===== config.mk =====
export PLATFORM = sky130hd
export DESIGN_NAME = ack_retry_stale_monitor
export DESIGN_NICKNAME = d
export VERILOG_FILES = /design/src/hw/rtl/arsm_pkg.sv /design/src/hw/rtl/ack_retry_stale_monitor.sv /design/src/hw/rtl/arsm_cfg.sv /design/src/hw/rtl/arsm_core.sv
export SDC_FILE = /design/constraint.sdc
export NUM_CORES = 1
export LEC_CHECK = 0
export BUFFER_PORTS_ARGS = -buffer_cell sky130_fd_sc_hd__buf_2
export CAP_MARGIN = 20
export CORE_MARGIN = 1.5
export CORE_UTILIZATION = 30
export DETAILED_ROUTE_END_ITERATION = 10
export PLACE_DENSITY_LB_ADDON = 0.25
export SETUP_SLACK_MARGIN = 0.02
export SKIP_CTS_REPAIR_TIMING = 1
export SYNTH_ARGS = -nofsm -noshare
export SYNTH_HDL_FRONTEND = slang
export SYNTH_HIERARCHICAL = 1
export SYNTH_SLANG_ARGS = --single-unit

===== constraint.sdc =====
create_clock -name clk -period 12.2 [get_ports clk]
set_input_delay 1.22 -clock clk [delete_from_list [all_inputs] [get_ports clk]]
set_output_delay 1.22 -clock clk [all_outputs]
set_load 0.005 [all_outputs]

===== src/hw/rtl/arsm_pkg.sv =====
// arsm_pkg: shared types, command and register codes, reset values
// used by every module of the acknowledge retry / stale monitor
package arsm_pkg;

    localparam int TIME_W   = 32;
    localparam int COUNT_W  = 16;
    localparam int RETRY_W  = 8;
    localparam int ZONE_W   = 4;
    localparam int ACTION_W = 8;
    localparam int CMD_W    = 3;

    localparam int CFG_INDEX_W = 3;
    localparam int CFG_DATA_W  = 32;

    // event codes
    localparam logic [CMD_W-1:0] CMD_TICK       = 3'd0;
    localparam logic [CMD_W-1:0] CMD_STATUS     = 3'd1;
    localparam logic [CMD_W-1:0] CMD_BUTTON     = 3'd2;
    localparam logic [CMD_W-1:0] CMD_POLL_SENT  = 3'd3;
    localparam logic [CMD_W-1:0] CMD_ACK_SENT   = 3'd4;
    localparam logic [CMD_W-1:0] CMD_FORCE_POLL = 3'd5;

    // configuration register indexes
    localparam logic [CFG_INDEX_W-1:0] CFG_STALE_TIMEOUT = 3'd0;
    localparam logic [CFG_INDEX_W-1:0] CFG_RETRY_PERIOD  = 3'd1;
    localparam logic [CFG_INDEX_W-1:0] CFG_MAX_RETRIES   = 3'd2;
    localparam logic [CFG_INDEX_W-1:0] CFG_POLL_PERIOD   = 3'd3;
    localparam logic [CFG_INDEX_W-1:0] CFG_EMERG_ZONE    = 3'd4;
    localparam logic [CFG_INDEX_W-1:0] CFG_ACK_ACTION    = 3'd5;

    // register reset values
    localparam logic [TIME_W-1:0]   RST_STALE_TIMEOUT = 32'd1000;
    localparam logic [TIME_W-1:0]   RST_RETRY_PERIOD  = 32'd200;
    localparam logic [RETRY_W-1:0]  RST_MAX_RETRIES   = 8'd3;
    localparam logic [TIME_W-1:0]   RST_POLL_PERIOD   = 32'd100;
    localparam logic [ZONE_W-1:0]   RST_EMERG_ZONE    = 4'd3;
    localparam logic [ACTION_W-1:0] RST_ACK_ACTION    = 8'd1;

    typedef struct packed {
        logic [CMD_W-1:0]    cmd;
        logic [TIME_W-1:0]   now_ms;
        logic                emergency_latched;
        logic [ZONE_W-1:0]   zone;
        logic [ACTION_W-1:0] button_action;
    } in_item_t;

    typedef struct packed {
        logic               poll_due;
        logic               ack_due;
        logic               status_fresh;
        logic               emergency_active;
        logic               ack_pending;
        logic               awaiting_clear;
        logic [RETRY_W-1:0] retries;
        logic [COUNT_W-1:0] timeouts;
        logic [COUNT_W-1:0] give_ups;
        logic [COUNT_W-1:0] confirms;
    } out_item_t;

    typedef struct packed {
        logic [TIME_W-1:0]   stale_timeout_ms;
        logic [TIME_W-1:0]   retry_period_ms;
        logic [RETRY_W-1:0]  max_retries;
        logic [TIME_W-1:0]   poll_period_ms;
        logic [ZONE_W-1:0]   emergency_zone_code;
        logic [ACTION_W-1:0] ack_action_code;
    } cfg_t;

endpackage


===== src/hw/rtl/ack_retry_stale_monitor.sv =====
// ack_retry_stale_monitor: top level, input register, result register, handshakes
// depends on arsm_pkg, arsm_cfg, arsm_core
//
// channel  dir  handshake              payload
// in       in   in_valid / in_ready    in_data (in_item_t)
// out      out  out_valid / out_ready  out_data (out_item_t)
// cfg      in   cfg_we                 cfg_index, cfg_wdata
//
// one item per clock sustained while out_ready is high; out_valid rises when
// an item leaves the input register; the event update and result are one pass
// through arsm_core between the input register and the result register
// in_ready falls only while both registers hold items and out_ready is low
// reset clears the valid flags and the monitor state; configuration returns to its reset values
module ack_retry_stale_monitor
    import arsm_pkg::*;
(
    input  logic                   clk,
    input  logic                   rst_n,
    input  logic                   in_valid,
    output logic                   in_ready,
    input  in_item_t               in_data,
    output logic                   out_valid,
    input  logic                   out_ready,
    output out_item_t              out_data,
    input  logic                   cfg_we,
    input  logic [CFG_INDEX_W-1:0] cfg_index,
    input  logic [CFG_DATA_W-1:0]  cfg_wdata
);

    logic      in_valid_reg;
    in_item_t  in_data_reg;
    logic      out_valid_reg;
    out_item_t out_data_reg;
    logic      advance;
    cfg_t      cfg;
    out_item_t result;

    assign advance  = in_valid_reg && (!out_valid_reg || out_ready);
    assign in_ready = !in_valid_reg || advance;

    arsm_cfg u_cfg (
        .clk       (clk),
        .rst_n     (rst_n),
        .cfg_we    (cfg_we),
        .cfg_index (cfg_index),
        .cfg_wdata (cfg_wdata),
        .cfg       (cfg)
    );

    arsm_core u_core (
        .clk    (clk),
        .rst_n  (rst_n),
        .fire   (advance),
        .item   (in_data_reg),
        .cfg    (cfg),
        .result (result)
    );

    always_ff @(posedge clk or negedge rst_n)
    begin
        if (!rst_n)
        begin
            in_valid_reg  <= 1'b0;
            out_valid_reg <= 1'b0;
        end
        else
        begin
            if (in_valid && in_ready)
            begin
                in_valid_reg <= 1'b1;
            end
            else if (advance)
            begin
                in_valid_reg <= 1'b0;
            end

            if (advance)
            begin
                out_valid_reg <= 1'b1;
            end
            else if (out_ready)
            begin
                out_valid_reg <= 1'b0;
            end
        end
    end

    always_ff @(posedge clk)
    begin
        if (in_valid && in_ready)
        begin
            in_data_reg <= in_data;
        end
        if (advance)
        begin
            out_data_reg <= result;
        end
    end

    assign out_valid = out_valid_reg;
    assign out_data  = out_data_reg;

    a_empty_ready: assert property (@(posedge clk) disable iff (!rst_n)
        !in_valid_reg |-> in_ready)
        else $error("input register empty but not ready");

    a_advance_fills: assert property (@(posedge clk) disable iff (!rst_n)
        advance |=> out_valid_reg)
        else $error("processed item lost before result register");

    a_no_overwrite: assert property (@(posedge clk) disable iff (!rst_n)
        out_valid_reg && !out_ready |-> !advance)
        else $error("result register overwritten while stalled");

endmodule


===== src/hw/rtl/arsm_cfg.sv =====
// arsm_cfg: configuration register file with write-only port
// depends on arsm_pkg
module arsm_cfg
    import arsm_pkg::*;
(
    input  logic                   clk,
    input  logic                   rst_n,
    input  logic                   cfg_we,
    input  logic [CFG_INDEX_W-1:0] cfg_index,
    input  logic [CFG_DATA_W-1:0]  cfg_wdata,
    output cfg_t                   cfg
);

    cfg_t cfg_reg;
    cfg_t cfg_next;

    always_comb
    begin
        cfg_next = cfg_reg;
        if (cfg_we)
        begin
            unique case (cfg_index)
                CFG_STALE_TIMEOUT: cfg_next.stale_timeout_ms    = cfg_wdata[TIME_W-1:0];
                CFG_RETRY_PERIOD:  cfg_next.retry_period_ms     = cfg_wdata[TIME_W-1:0];
                CFG_MAX_RETRIES:   cfg_next.max_retries         = cfg_wdata[RETRY_W-1:0];
                CFG_POLL_PERIOD:   cfg_next.poll_period_ms      = cfg_wdata[TIME_W-1:0];
                CFG_EMERG_ZONE:    cfg_next.emergency_zone_code = cfg_wdata[ZONE_W-1:0];
                CFG_ACK_ACTION:    cfg_next.ack_action_code     = cfg_wdata[ACTION_W-1:0];
                default:           cfg_next = cfg_reg;
            endcase
        end
    end

    always_ff @(posedge clk or negedge rst_n)
    begin
        if (!rst_n)
        begin
            cfg_reg.stale_timeout_ms    <= RST_STALE_TIMEOUT;
            cfg_reg.retry_period_ms     <= RST_RETRY_PERIOD;
            cfg_reg.max_retries         <= RST_MAX_RETRIES;
            cfg_reg.poll_period_ms      <= RST_POLL_PERIOD;
            cfg_reg.emergency_zone_code <= RST_EMERG_ZONE;
            cfg_reg.ack_action_code     <= RST_ACK_ACTION;
        end
        else
        begin
            cfg_reg <= cfg_next;
        end
    end

    assign cfg = cfg_reg;

endmodule


===== src/hw/rtl/arsm_core.sv =====
// arsm_core: monitor state and per-event update, result of the item in flight
// depends on arsm_pkg
module arsm_core
    import arsm_pkg::*;
(
    input  logic      clk,
    input  logic      rst_n,
    input  logic      fire,
    input  in_item_t  item,
    input  cfg_t      cfg,
    output out_item_t result
);

    logic               status_valid_reg, status_valid_next;
    logic               status_stale_reg, status_stale_next;
    logic               held_emergency_reg, held_emergency_next;
    logic [ZONE_W-1:0]  held_zone_reg, held_zone_next;
    logic [TIME_W-1:0]  last_status_time_reg, last_status_time_next;
    logic [TIME_W-1:0]  last_poll_time_reg, last_poll_time_next;
    logic               force_poll_reg, force_poll_next;
    logic               pending_reg, pending_next;
    logic               waiting_clear_reg, waiting_clear_next;
    logic [RETRY_W-1:0] retry_count_reg, retry_count_next;
    logic [TIME_W-1:0]  last_ack_time_reg, last_ack_time_next;
    logic [COUNT_W-1:0] timeout_count_reg, timeout_count_next;
    logic [COUNT_W-1:0] give_up_count_reg, give_up_count_next;
    logic [COUNT_W-1:0] confirm_count_reg, confirm_count_next;

    logic exp_stale;
    logic exp_ack_old;
    logic exp_poll_old;
    logic ack_time_now;
    logic poll_time_now;
    logic exp_ack;
    logic exp_poll;
    logic fresh;
    logic retries_used;

    // wrap-safe expiry against the stored times
    assign exp_stale    = (item.now_ms - last_status_time_reg) >= cfg.stale_timeout_ms;
    assign exp_ack_old  = (item.now_ms - last_ack_time_reg) >= cfg.retry_period_ms;
    assign exp_poll_old = (item.now_ms - last_poll_time_reg) >= cfg.poll_period_ms;

    always_comb
    begin
        status_valid_next     = status_valid_reg;
        status_stale_next     = status_stale_reg;
        held_emergency_next   = held_emergency_reg;
        held_zone_next        = held_zone_reg;
        last_status_time_next = last_status_time_reg;
        last_poll_time_next   = last_poll_time_reg;
        force_poll_next       = force_poll_reg;
        pending_next          = pending_reg;
        waiting_clear_next    = waiting_clear_reg;
        retry_count_next      = retry_count_reg;
        last_ack_time_next    = last_ack_time_reg;
        timeout_count_next    = timeout_count_reg;
        give_up_count_next    = give_up_count_reg;
        confirm_count_next    = confirm_count_reg;
        ack_time_now          = 1'b0;
        poll_time_now         = 1'b0;

        unique case (item.cmd)
            CMD_TICK:
            begin
                if (status_valid_reg && !status_stale_reg && exp_stale)
                begin
                    status_stale_next  = 1'b1;
                    timeout_count_next = timeout_count_reg + COUNT_W'(1);
                end
                if (pending_reg && waiting_clear_reg &&
                    (retry_count_reg >= cfg.max_retries) && exp_ack_old)
                begin
                    pending_next       = 1'b0;
                    waiting_clear_next = 1'b0;
                    give_up_count_next = give_up_count_reg + COUNT_W'(1);
                end
            end
            CMD_STATUS:
            begin
                held_emergency_next   = item.emergency_latched;
                held_zone_next        = item.zone;
                status_valid_next     = 1'b1;
                status_stale_next     = 1'b0;
                last_status_time_next = item.now_ms;
                if (pending_reg && !item.emergency_latched)
                begin
                    pending_next       = 1'b0;
                    waiting_clear_next = 1'b0;
                    retry_count_next   = '0;
                    confirm_count_next = confirm_count_reg + COUNT_W'(1);
                end
            end
            CMD_BUTTON:
            begin
                if (item.button_action == cfg.ack_action_code)
                begin
                    pending_next = 1'b1;
                end
            end
            CMD_POLL_SENT:
            begin
                force_poll_next     = 1'b0;
                last_poll_time_next = item.now_ms;
                poll_time_now       = 1'b1;
            end
            CMD_ACK_SENT:
            begin
                if (waiting_clear_reg)
                begin
                    retry_count_next = retry_count_reg + RETRY_W'(1);
                end
                else
                begin
                    retry_count_next = '0;
                end
                waiting_clear_next = 1'b1;
                last_ack_time_next = item.now_ms;
                ack_time_now       = 1'b1;
            end
            CMD_FORCE_POLL:
            begin
                force_poll_next = 1'b1;
            end
            default:
            begin
                force_poll_next = force_poll_reg;
            end
        endcase

        // a time just stamped with now_ms has zero elapsed time
        exp_ack      = ack_time_now ? (cfg.retry_period_ms == '0) : exp_ack_old;
        exp_poll     = poll_time_now ? (cfg.poll_period_ms == '0) : exp_poll_old;
        fresh        = status_valid_next && !status_stale_next;
        retries_used = retry_count_next >= cfg.max_retries;

        result.poll_due         = force_poll_next || exp_poll;
        result.ack_due          = pending_next && fresh && held_emergency_next &&
                                  (held_zone_next != cfg.emergency_zone_code) &&
                                  (!waiting_clear_next || (!retries_used && exp_ack));
        result.status_fresh     = fresh;
        result.emergency_active = fresh && held_emergency_next;
        result.ack_pending      = pending_next;
        result.awaiting_clear   = waiting_clear_next;
        result.retries          = retry_count_next;
        result.timeouts         = timeout_count_next;
        result.give_ups         = give_up_count_next;
        result.confirms         = confirm_count_next;
    end

    always_ff @(posedge clk or negedge rst_n)
    begin
        if (!rst_n)
        begin
            status_valid_reg     <= 1'b0;
            status_stale_reg     <= 1'b0;
            held_emergency_reg   <= 1'b0;
            held_zone_reg        <= '0;
            last_status_time_reg <= '0;
            last_poll_time_reg   <= '0;
            force_poll_reg       <= 1'b0;
            pending_reg          <= 1'b0;
            waiting_clear_reg    <= 1'b0;
            retry_count_reg      <= '0;
            last_ack_time_reg    <= '0;
            timeout_count_reg    <= '0;
            give_up_count_reg    <= '0;
            confirm_count_reg    <= '0;
        end
        else if (fire)
        begin
            status_valid_reg     <= status_valid_next;
            status_stale_reg     <= status_stale_next;
            held_emergency_reg   <= held_emergency_next;
            held_zone_reg        <= held_zone_next;
            last_status_time_reg <= last_status_time_next;
            last_poll_time_reg   <= last_poll_time_next;
            force_poll_reg       <= force_poll_next;
            pending_reg          <= pending_next;
            waiting_clear_reg    <= waiting_clear_next;
            retry_count_reg      <= retry_count_next;
            last_ack_time_reg    <= last_ack_time_next;
            timeout_count_reg    <= timeout_count_next;
            give_up_count_reg    <= give_up_count_next;
            confirm_count_reg    <= confirm_count_next;
        end
    end

    a_stale_needs_valid: assert property (@(posedge clk) disable iff (!rst_n)
        status_stale_reg |-> status_valid_reg)
        else $error("stale flag set without valid status");

    a_confirm_clears: assert property (@(posedge clk) disable iff (!rst_n)
        fire && (item.cmd == CMD_STATUS) && !item.emergency_latched && pending_reg
        |=> !pending_reg && (retry_count_reg == '0))
        else $error("clean status did not clear pending acknowledge");

    a_counters_hold: assert property (@(posedge clk) disable iff (!rst_n)
        !fire |=> $stable(timeout_count_reg) && $stable(give_up_count_reg) &&
                  $stable(confirm_count_reg))
        else $error("event counter moved without an item");

    a_ack_due_fresh: assert property (@(posedge clk) disable iff (!rst_n)
        result.ack_due |-> result.ack_pending && result.status_fresh)
        else $error("ack due without pending request and fresh status");

endmodule


Yosys cells after proc, flatten, opt, wreduce, memory -nomap -nowiden
Index checks and enable logic that the tools add are counted.

Flip-flop bits (word level): 390. Bits of input ports: 88. Logic and storage cells: 132.

Add/sub/neg operators: 7. Magnitude comparators: 5. Eq/ne operators: 12. Muxes and demuxes: 30. Reductions and logical operators: 41.

Operator list (count): $ge A32 B32 Y1 (3); $mux W16 (6); $sub A32 B32 Y32 (3); $logic_not A32 Y1 (2); $add A16 B1 Y16 const B (3); $reduce_and A2 Y1 (9); $ge A8 B8 Y1 (2); $mux W1 (16); $mux W8 (2); $pmux W8 S2 (1); $logic_and A1 B1 Y1 (15); $eq A3 B2 Y1 const B (4); $eq A3 B3 Y1 const B (4); $add A8 B1 Y8 const B (1); $eq A8 B8 Y1 (1); $logic_not A1 Y1 (7); $eq A3 B1 Y1 const B (2); $logic_not A3 Y1 (2); $pmux W1 S3 (2); $logic_or A1 B1 Y1 (4); $mux W4 (1); $ne A4 B4 Y1 (1); $pmux W1 S2 (2); $reduce_bool A2 Y1 (2).

Depth between registers and ports, before layout
Gate-level depths: netlist of the first run.

Word-level depth: 11. Gate-level depth with buffers: 25.

Modules after synthesis
The synthesis of the first run kept the hierarchy.

By module, submodules not included: arsm_core (times used 1, cells an instance 1783, area an instance 15130.8 µm², sequential area each 4053.9 µm²); arsm_cfg (times used 1, cells an instance 250, area an instance 4408.0 µm², sequential area each 2924.1 µm²); ack_retry_stale_monitor (times used 1, cells an instance 118, area an instance 3407.0 µm², sequential area each 3353.2 µm²).

Least setup slack after synthesis of the first run
Ideal clock, no wire load.

Path type: register -> register. Start: register in_data_reg[13] in the netlist's numbering. End: register out_data_reg, in the netlist out_data[20] (data pin). Setup time: 260 ps. Arrival: 4970 ps. Data required time: 11940 ps. Slack: 6971 ps. Stages on the path, launching flop included: 26. Buffers on the path: 2. Path through: edfxtp_1 inv_1 ha_1 inv_1 fa_1 a211oi_1 o21bai_1 a31oi_1 o22ai_1 a21oi_1 o21ai_1 a41o_1 a21oi_1 xnor2_1 ha_1 nand4_1 nor4_1 nand2_1 nor3_1 a211o_1 or4b_1 buf_2 nor2_4 buf_4 nand3_1 xnor2_1.

RTL lines: start: declaration (RTL line ack_retry_stale_monitor.sv:31) `in_item_t in_data_reg;`; start signal: assignment (RTL line ack_retry_stale_monitor.sv:92) `in_data_reg <= in_data;`; end signal: assignment (RTL line ack_retry_stale_monitor.sv:96) `out_data_reg <= result;`; end: declaration (RTL line ack_retry_stale_monitor.sv:33) `out_item_t out_data_reg;`.

==> out/metrics.yaml, run 1 <==
worstMarginPinSlew_ps: 1050
area_growth_pct: 15.0
status: "completed"
drive_gt1_share_pct: 18.2
r2r_start: "in_data_reg[13]"
max_freq_mhz: 158
ir_worst_vdd_v: 0.000131
required_ps: 12530
boundaryPins: 152
seq_area_mm2: 0.0103
setup_violations: 0
synthFlopType: "dfrtp_1"
clk_path_buf_depth: 3
grt_remaining_overflow: 0
routed_wirelength_um: 60700
wl_met2_um: 28700
synth_area_mm2: 0.0229
worstSetupEndpointType: "flip-flop"
top_layer: "met4"
grt_pass1_vias: 16600
ys_seq_area_share_pct: 45.0
period_minus_slack_ps: 6330
p_leak_uw: 0.0120
wl_met3_um: 2600
hold_class: "reg2reg"
slew_headroom_pct: 30.1
grt_max_degree: 119
fp.coreArea_mm2: 0.0758
placementRows: 101
portBuffers: 151
ys_ff_latch: 390
viasPerCell: 4.93
path_clk_slew_ps: 60
cts_made_buffers: 47
wire_per_inst_um: 18.3
p_per_area_mw_per_mm2: 198
die_area_mm2: 0.0782
synth_cell_type_count: 87
vias: 16400
fillers: 7581
layout_common_cells: "dfrtp_1 (263), inv_1 (224), ha_1 (209)"
async_flop_share_pct: 71.8
slew_violations: 0
critical_path_class: "reg2reg"
largest_reg_flops: 116
firstDrtPassIters: 6
cts_tree: "done"
gp_congestion: 0.848
grt_pass1_wl_um: 95100
syn_area_per_cell_um2: 10.7
gr-usage-all-layers_pct: 15.6
holdPathEnd: "u_core/status_valid_reg"
nNetsFinal: 2606
die_x_um: 280
regToRegSetupSlack_ps: 5870
synth_nets: 2451
layout_commonest_cell: "dfrtp_1"
drtIter0Drc: 1051
antenna_found_initial: 0
r2r-end: "out_data[22]"
fin_setup_tns_ps: 0
start_kind: "flip-flop"
fin_skew_ps: 27.1
worstHoldPathCells: 1
cts-root-buf: "clkbuf_16"
post-dp-hpwl_um: 45300
clock-sinks: 390
drv_cap: 0
arrival_ps: 6660
postRouteAntennaNets: 0
drc: 0
multiInputGateArea_mm2: 0.0115
timing.final.crit_share_pct: 51.9
rsz0062_at_grt: "no"
fp.dieH_um: 280
start_util_pct: 30.3
clock_latency_ps: 590
hold_violations: 0
ff2ff_path_depth: 23
crit_fanout: 14
synth-edff-count: 110
min_from: "u_core/status_valid_reg"
yosys_warnings: 6
htreeDepth: 2
met1_length_um: 28000
power_uw: 5220
syn-instance-count: 2151
[cells by family after synthesis]
group,Yosys count,synth area share (%)
AO/OA/AOI/OAI,433,12.0
XOR/XNOR,187,7.14
adder cells (fa/ha/maj),212,11.7
buffers and inverters,285,5.10
flip-flops,390,45.0
multiplexers,172,8.42
AND/OR/NAND/NOR,472,10.7
[metal layers]
layer | track usage, % | vias up
li1 | - | 7950
met1 | 21.0 | 7996
met2 | 26.4 | 340
met3 | 2.07 | 87
met4 | 4.03 | 0
met5 | 0 | -
[worst max path at each step]
stage / slack, ps / cells past startpoint / end / from
2_1_floorplan: 6970 / 25 / out_data[20] / in_data_reg[13]
3_3_place_gp: 6020 / 20 / u_core/timeout_count_reg[1] / in_data_reg[14]
3_5_place_dp: 5890 / 20 / u_core/timeout_count_reg[1] / in_data_reg[14]
4_1_cts: 5890 / 20 / u_core/timeout_count_reg[1] / in_data_reg[14]
5_1_grt: 5570 / 20 / u_core/timeout_count_reg[1] / in_data_reg[14]
6_report: 5870 / 23 / out_data[22] / in_data_reg[13]
[area by class of cell]
type                    count  area share (%)
multi-input cells        1476            43.5
diodes                      2          0.0190
inverters                 225            3.20
clock inverters            23            1.09
repair buffers            166            3.33
well taps                 978            4.64
flip-flops and latches    390            39.2
clock buffers              63            5.07
[cell usage after synthesis (11+ instances only)]
| master | count | share of area [%] |
|---|---|---|
| mux2_2 | 134 | 6.6 |
| nand3_1 | 41 | 0.89 |
| o21a_1 | 14 | 0.46 |
| nor2b_1 | 13 | 0.35 |
| xor2_1 | 76 | 2.9 |
| inv_1 | 224 | 3.7 |
| mux2_1 | 34 | 1.7 |
| clkbuf_1 | 29 | 0.47 |
| xnor2_1 | 111 | 4.2 |
| dfrtp_1 | 263 | 29 |
| nor2_1 | 68 | 1.1 |
| nand4_1 | 37 | 1.0 |
| a31oi_1 | 13 | 0.35 |
| nand2_1 | 149 | 2.4 |
| nor3_1 | 27 | 0.59 |
| and3_1 | 32 | 0.87 |
| o21ai_0 | 132 | 2.9 |
| a21oi_1 | 107 | 2.3 |
| a211oi_1 | 13 | 0.43 |
| dfstp_2 | 17 | 1.9 |
| a21o_1 | 67 | 2.2 |
| edfxtp_1 | 110 | 14 |
| ha_1 | 209 | 11 |
| o21bai_1 | 11 | 0.36 |
| o211ai_1 | 12 | 0.39 |
| nand2b_1 | 18 | 0.49 |
| nor4_1 | 35 | 0.95 |
[stage by stage]
stage | cells | hold WS (ps) | setup slack, ps | area (um^2) | util, %
floorplan | 2151 | 426 | 6970 | 22900 | -
global placement | 3235 | 442 | 6020 | 24800 | 32.7
detailed placement | 3235 | 449 | 5890 | 24800 | 32.7
CTS | 3321 | 462 | 5890 | 26400 | 34.8
global route | 3321 | 492 | 5570 | 26400 | 34.8
finish | 3323 | 459 | 5870 | 26400 | 34.8
[critical path, cell delays in order (launching register included)]
cell      delay (ps)
edfxtp_1         400
inv_1            140
ha_1             190
inv_1             60
fa_1             420
a211oi_1         260
o21bai_1         150
a31oi_1          350
o22ai_1          270
a21oi_1          350
o21ai_1          210
a41o_1           280
a21oi_1          170
xnor2_1           90
ha_1             310
nand4_1          130
nor4_1           380
nand2_1          120
nor3_1           200
a211o_1          210
or4b_1           690
nor2_4           390
nand3_1          150
xnor2_1          170
[report_power, final]
| part | internal, uW | switching [uW] | total, uW | leakage (uW) |
|---|---|---|---|---|
| clock network | 896 | 570 | 1470 | 0.000782 |
| registers | 1590 | 147 | 1740 | 0.00451 |
| logic | 881 | 1140 | 2020 | 0.00675 |
(Power assumes the default switching activity.)
==> run 2, diff against run 1 <==
- clock period: 12.2 -> 6.4 ns (I/O delays scaled with it)
==> out/metrics.yaml, run 2 (synthesis gave the netlist of run 1 again) <==
grt_pass1_wl_um: 95500  # was 95100 um
postRouteAntennaNets: 0  # unchanged
viasPerCell: 4.94  # was 4.93
critical_path_class: "reg2reg"  # unchanged
antenna_found_initial: 4  # was 0
cp_num_buf_inv: 2  # unchanged
slew_violations: 0  # unchanged
cts_made_buffers: 48  # was 47
cp_slowest_stage_delay_ps: 590  # was 690 ps
start_util_pct: 30.3  # unchanged
max_freq_mhz: 166  # was 158 MHz
die_x_um: 280  # unchanged
area_growth_pct: 15.5  # was 15.0%
firstDrtPassIters: 5  # was 6
clock-sinks: 390  # unchanged
cts_tree: "done"  # unchanged
fin_skew_ps: 17.1  # was 27.1 ps
fp.coreArea_mm2: 0.0758  # unchanged
crit_family: "compound AO/OA/AOI/OAI gates"  # unchanged
die_area_mm2: 0.0782  # unchanged
required_ps: 6730  # was 12530 ps
vias: 16500  # was 16.4k
layout_commonest_cell: "dfrtp_1"  # unchanged
setup_violations: 0  # unchanged
cp_cell_sequence: "inv_1 -> ha_1 -> inv_1 -> fa_1 -> a211oi_1 -> o21bai_1 -> a31oi_1 -> o22ai_1 -> a21oi_2 -> o21ai_1 -> a41o_1 -> a21oi_1 -> xnor2_1 -> ha_1 -> nand4_1 -> nor4_1 -> nand2_1 -> nor3_1 -> a211o_1 -> or4b_4 -> nor2_2 -> nand3_1 -> xnor2_1"  # was inv_1 -> ha_1 -> inv_1 -> fa_1 -> a211oi_1 -> o21bai_1 -> a31oi_1 -> o22ai_1 -> a21oi_1 -> o21ai_1 -> a41o_1 -> a21oi_1 -> xnor2_1 -> ha_1 -> nand4_1 -> nor4_1 -> nand2_1 -> nor3_1 -> a211o_1 -> or4b_1 -> nor2_4 -> nand3_1 -> xnor2_1
rsz0062_at_grt: "no"  # unchanged
fin_setup_tns_ps: 0  # unchanged
drive_gt1_share_pct: 19.1  # was 18.2%
hold_violations: 0  # unchanged
post-dp-hpwl_um: 45600  # was 45300 um
gr-usage-all-layers_pct: 15.7  # was 15.6%
grt_remaining_overflow: 0  # unchanged
grt_max_degree: 165  # was 119
crit_fanout: 8  # was 14
drv_cap: 0  # unchanged
layout_common_cells: "dfrtp_1 (263), inv_1 (224), ha_1 (209)"  # unchanged
arrival_ps: 6360  # was 6660 ps
nNetsFinal: 2620  # was 2606
fp.dieH_um: 280  # unchanged
fin_area_mm2: 0.0265  # was 0.0264 mm^2
slew_headroom_pct: 31.0  # was 30.1%
portBuffers: 151  # unchanged
worstSetupEndpointType: "flip-flop"  # unchanged
p_per_area_mw_per_mm2: 374  # was 198 mW/mm^2
grt_pass1_vias: 16500  # was 16.6k
p_leak_uw: 0.0121  # was 0.0120 uW
slowest_stage: "or4b_4"  # was or4b_1
hold_class: "in2async"  # was reg2reg
period_minus_slack_ps: 6030  # was 6330 ps
start_kind: "flip-flop"  # unchanged
worstMarginPinSlew_ps: 1020  # was 1050 ps
largest_reg_flops: 116  # unchanged
boundaryPins: 152  # unchanged
routed_wirelength_um: 61600  # was 60700 um
path_clk_slew_ps: 60  # about the same
ir_worst_vdd_v: 0.000207  # was 0.000131 V
cts-root-buf: "clkbuf_16"  # unchanged
drtIter0Drc: 913  # was 1051
clk_path_buf_depth: 3  # unchanged
drc: 0  # unchanged
clock_latency_ps: 590  # about the same
placed_cell_area_mm2: 0.0248  # about the same
gp_congestion: 0.871  # was 0.848
status: "completed"  # unchanged
timing.final.crit_share_pct: 94.2  # was 51.9%
htreeDepth: 2  # unchanged
wire_per_inst_um: 18.4  # was 18.3 um
placementRows: 101  # unchanged
dp_cells: 3241  # was 3235
fin_cells: 3339  # was 3323
==> run 2: path summary, 6_finish.rpt <==
check                      cells after the start                         start                       endpoint  slack [ps]
max                                           23               in_data_reg[13]                   out_data[20]         370
min in group clk                               1                    in_data[7]                 in_data_reg[7]         230
max reg2reg                                   23               in_data_reg[13]                   out_data[20]         370
min reg2reg                                    1  u_core/timeout_count_reg[15]   u_core/timeout_count_reg[15]         490
max in group asynchronous                      2                         rst_n  u_core/last_poll_time_reg[26]        4980
min                                            1                         rst_n   u_core/timeout_count_reg[15]          30
==> run 2: where the power goes <==
| part | internal (uW) | leakage, uW | switching (uW) |
|---|---|---|---|
| logic | 1690 | 0.00682 | 2160 |
| clock network | 1630 | 0.000777 | 1120 |
| registers | 3040 | 0.00451 | 280 |
| total | 6360 | 0.0121 | 3560 |
==> run 2: area by class of cell <==
cell class	instances	area, um^2
Antenna cell	1	2.50
Clock buffer	66	1380
Clock inverter	24	226
Fill cell	7568	49300
Inverter	225	845
Multi-Input combinational cell	1477	11500
Sequential cell	390	10300
Tap cell	978	1220
Timing Repair Buffer	178	981
==> run 2: routing by layer <==
metal	up-vias	routed length [um]	track usage [%]
met2	357	28600	25.8
li1	7964	-	-
met4	4	1640	4.67
met5	-	27	0
met3	98	2510	2.20
met1	8072	28800	21.3
==> run 2: worst register-to-register path: cells and delay by family, from the launching register on <==
kind            cells  cell delay, ps
compound gates      9            2100
xor+xnor            2             250
fa+ha+maj           3             900
buf+inv             2             200
flops               1             410
simple gates        7            1940
==> run 2: metrics by stage <==
step	setup WS [ps]	utilization, %	hold WS, ps	power (uW)
CTS	121	34.8	62.5	10000
global placement	350	32.7	444	7070
finish	373	35.0	27.7	9920
floorplan	1170	-	344	6090
global route	30.1	35.0	79.2	10600
detailed placement	147	32.7	452	7170
==> run 3, diff against run 2 <==
- MAX_ROUTING_LAYER: unset -> met4
==> out/metrics.yaml, run 3 (synthesis gave the netlist of run 1 again) <==
p_int_uw: 6360  # about the same
cp_slowest_stage_delay_ps: 590  # about the same
hold_class: "in2async"  # unchanged
gp_congestion: 0.885  # was 0.871
grt_max_degree: 165  # unchanged
regToRegSetupSlack_ps: 410  # was 370 ps
grt_pass1_wl_um: 95600  # was 95500 um
holdWs_ps: 44.6  # was 27.7 ps
period_minus_slack_ps: 5990  # was 6030 ps
ff2ff_path_depth: 23  # unchanged
start_util_pct: 30.3  # unchanged
slowest_stage: "or4b_4"  # unchanged
clock_latency_ps: 590  # about the same
fin_setup_tns_ps: 0  # unchanged
firstDrtPassIters: 5  # unchanged
nNetsFinal: 2620  # unchanged
clock-sinks: 390  # unchanged
status: "completed"  # unchanged
drc: 0  # unchanged
path_clk_slew_ps: 60  # about the same
largest_reg_flops: 116  # unchanged
htreeDepth: 2  # unchanged
fin_area_mm2: 0.0265  # about the same
p_comb_share_pct: 38.7  # was 38.8%
max_freq_mhz: 167  # was 166 MHz
portBuffers: 151  # unchanged
hold_violations: 0  # unchanged
cts_made_buffers: 48  # unchanged
cts-root-buf: "clkbuf_16"  # unchanged
die_area_mm2: 0.0782  # unchanged
fillers: 7570  # was 7568
layout_commonest_cell: "dfrtp_1"  # unchanged
die_x_um: 280  # unchanged
timing.final.crit_share_pct: 93.5  # was 94.2%
crit_family: "compound AO/OA/AOI/OAI gates"  # unchanged
power_uw: 9910  # was 9920 uW
cp_num_buf_inv: 2  # unchanged
arrival_ps: 6320  # was 6360 ps
slew_violations: 0  # unchanged
rsz0062_at_grt: "no"  # unchanged
fp.dieH_um: 280  # unchanged
worstMarginPinSlew_ps: 1020  # about the same
drive_gt1_share_pct: 19.1  # unchanged
required_ps: 6730  # about the same
start_kind: "flip-flop"  # unchanged
seqPwrFrac_pct: 33.5  # was 33.4%
area_growth_pct: 15.5  # about the same
grt_pass1_vias: 16500  # about the same
p_sw_uw: 3550  # was 3560 uW
antenna_found_initial: 4  # unchanged
boundaryPins: 152  # unchanged
ir_worst_vdd_v: 0.000208  # was 0.000207 V
setup_violations: 0  # unchanged
r2r-end: "out_data[20]"  # unchanged
placementRows: 101  # unchanged
postRouteAntennaNets: 0  # unchanged
clock_power_share_pct: 27.8  # about the same
p_leak_uw: 0.0121  # unchanged
critical_path_class: "reg2reg"  # unchanged
vias: 16400  # was 16.5k
switching_share_pct: 35.8  # was 35.9%
crit_fanout: 8  # unchanged
post-dp-hpwl_um: 45600  # unchanged
fin_skew_ps: 19.4  # was 17.1 ps
clk_path_buf_depth: 3  # unchanged
gr-usage-all-layers_pct: 16.1  # was 15.7%
cp_cell_sequence: "inv_1 -> ha_1 -> inv_1 -> fa_1 -> a211oi_1 -> o21bai_1 -> a31oi_1 -> o22ai_1 -> a21oi_2 -> o21ai_1 -> a41o_1 -> a21oi_1 -> xnor2_1 -> ha_1 -> nand4_1 -> nor4_1 -> nand2_1 -> nor3_1 -> a211o_1 -> or4b_4 -> nor2_2 -> nand3_1 -> xnor2_1"  # unchanged
fp.coreArea_mm2: 0.0758  # unchanged
r2r_start: "in_data_reg[13]"  # unchanged
viasPerCell: 4.91  # was 4.94
grt_remaining_overflow: 0  # unchanged
worstSetupEndpointType: "flip-flop"  # unchanged
wire_per_inst_um: 18.4  # about the same
cts_tree: "done"  # unchanged
p_per_area_mw_per_mm2: 374  # about the same
layout_common_cells: "dfrtp_1 (263), inv_1 (224), ha_1 (209)"  # unchanged
drtIter0Drc: 952  # was 913
drv_cap: 0  # unchanged
routed_wirelength_um: 61400  # was 61600 um
slew_headroom_pct: 32.1  # was 31.0%
placed_cell_area_mm2: 0.0248  # unchanged
[run 3: cell types whose count changed in the layout (fill, tap and decap cells not counted), sizes merged]
cell and change:
diode +1
[run 3: worst max-delay path by stage]
stage                               to  slack (ps)             from  depth (start not counted)
after global routing      out_data[20]          30  in_data_reg[13]                         23
after CTS                 out_data[37]         120  in_data_reg[21]                         20
after floorplan           out_data[20]        1170  in_data_reg[13]                         25
final                     out_data[20]         410  in_data_reg[13]                         23
after global placement    out_data[29]         350  in_data_reg[13]                         23
after detailed placement  out_data[37]         150  in_data_reg[21]                         20
[run 3: power by group through the flow]
stage / clock network [uW] / registers, uW / logic [uW]
after floorplan: 0 / 3260 / 2830
final: 2750 / 3320 / 3840
after CTS: 2850 / 3320 / 3830
after detailed placement: 0 / 3360 / 3810
after global placement: 0 / 3350 / 3720
after global routing: 2940 / 3380 / 4330
[run 3: area by class of cell]
type,instances,area (um^2),area share [%]
Clock buffer,66,1380,5.21
Clock inverter,24,226,0.854
Sequential cell,390,10300,39.0
Antenna cell,2,5.00,0.0189
Tap cell,978,1220,4.62
Inverter,225,845,3.19
Multi-Input combinational cell,1477,11500,43.4
Timing Repair Buffer,178,981,3.70
[run 3: through the flow]
| step | utilization [%] | instances | setup WS [ps] |
|---|---|---|---|
| 2_1_floorplan | - | 2151 | 1170 |
| 3_3_place_gp | 32.7 | 3241 | 350 |
| 3_5_place_dp | 32.7 | 3241 | 147 |
| 4_1_cts | 34.8 | 3331 | 121 |
| 5_1_grt | 35.0 | 3340 | 30.1 |
| 6_report | 35.0 | 3340 | 413 |
[run 3: routing by layer]
layer | part of all wire, % | vias to the layer above | track usage, %
li1 | - | 7963 | -
met1 | 46 | 7988 | 21.3
met2 | 47 | 364 | 25.8
met3 | 4.4 | 92 | 2.18
met4 | 2.7 | 0 | 4.67
met5 | 0 | - | -
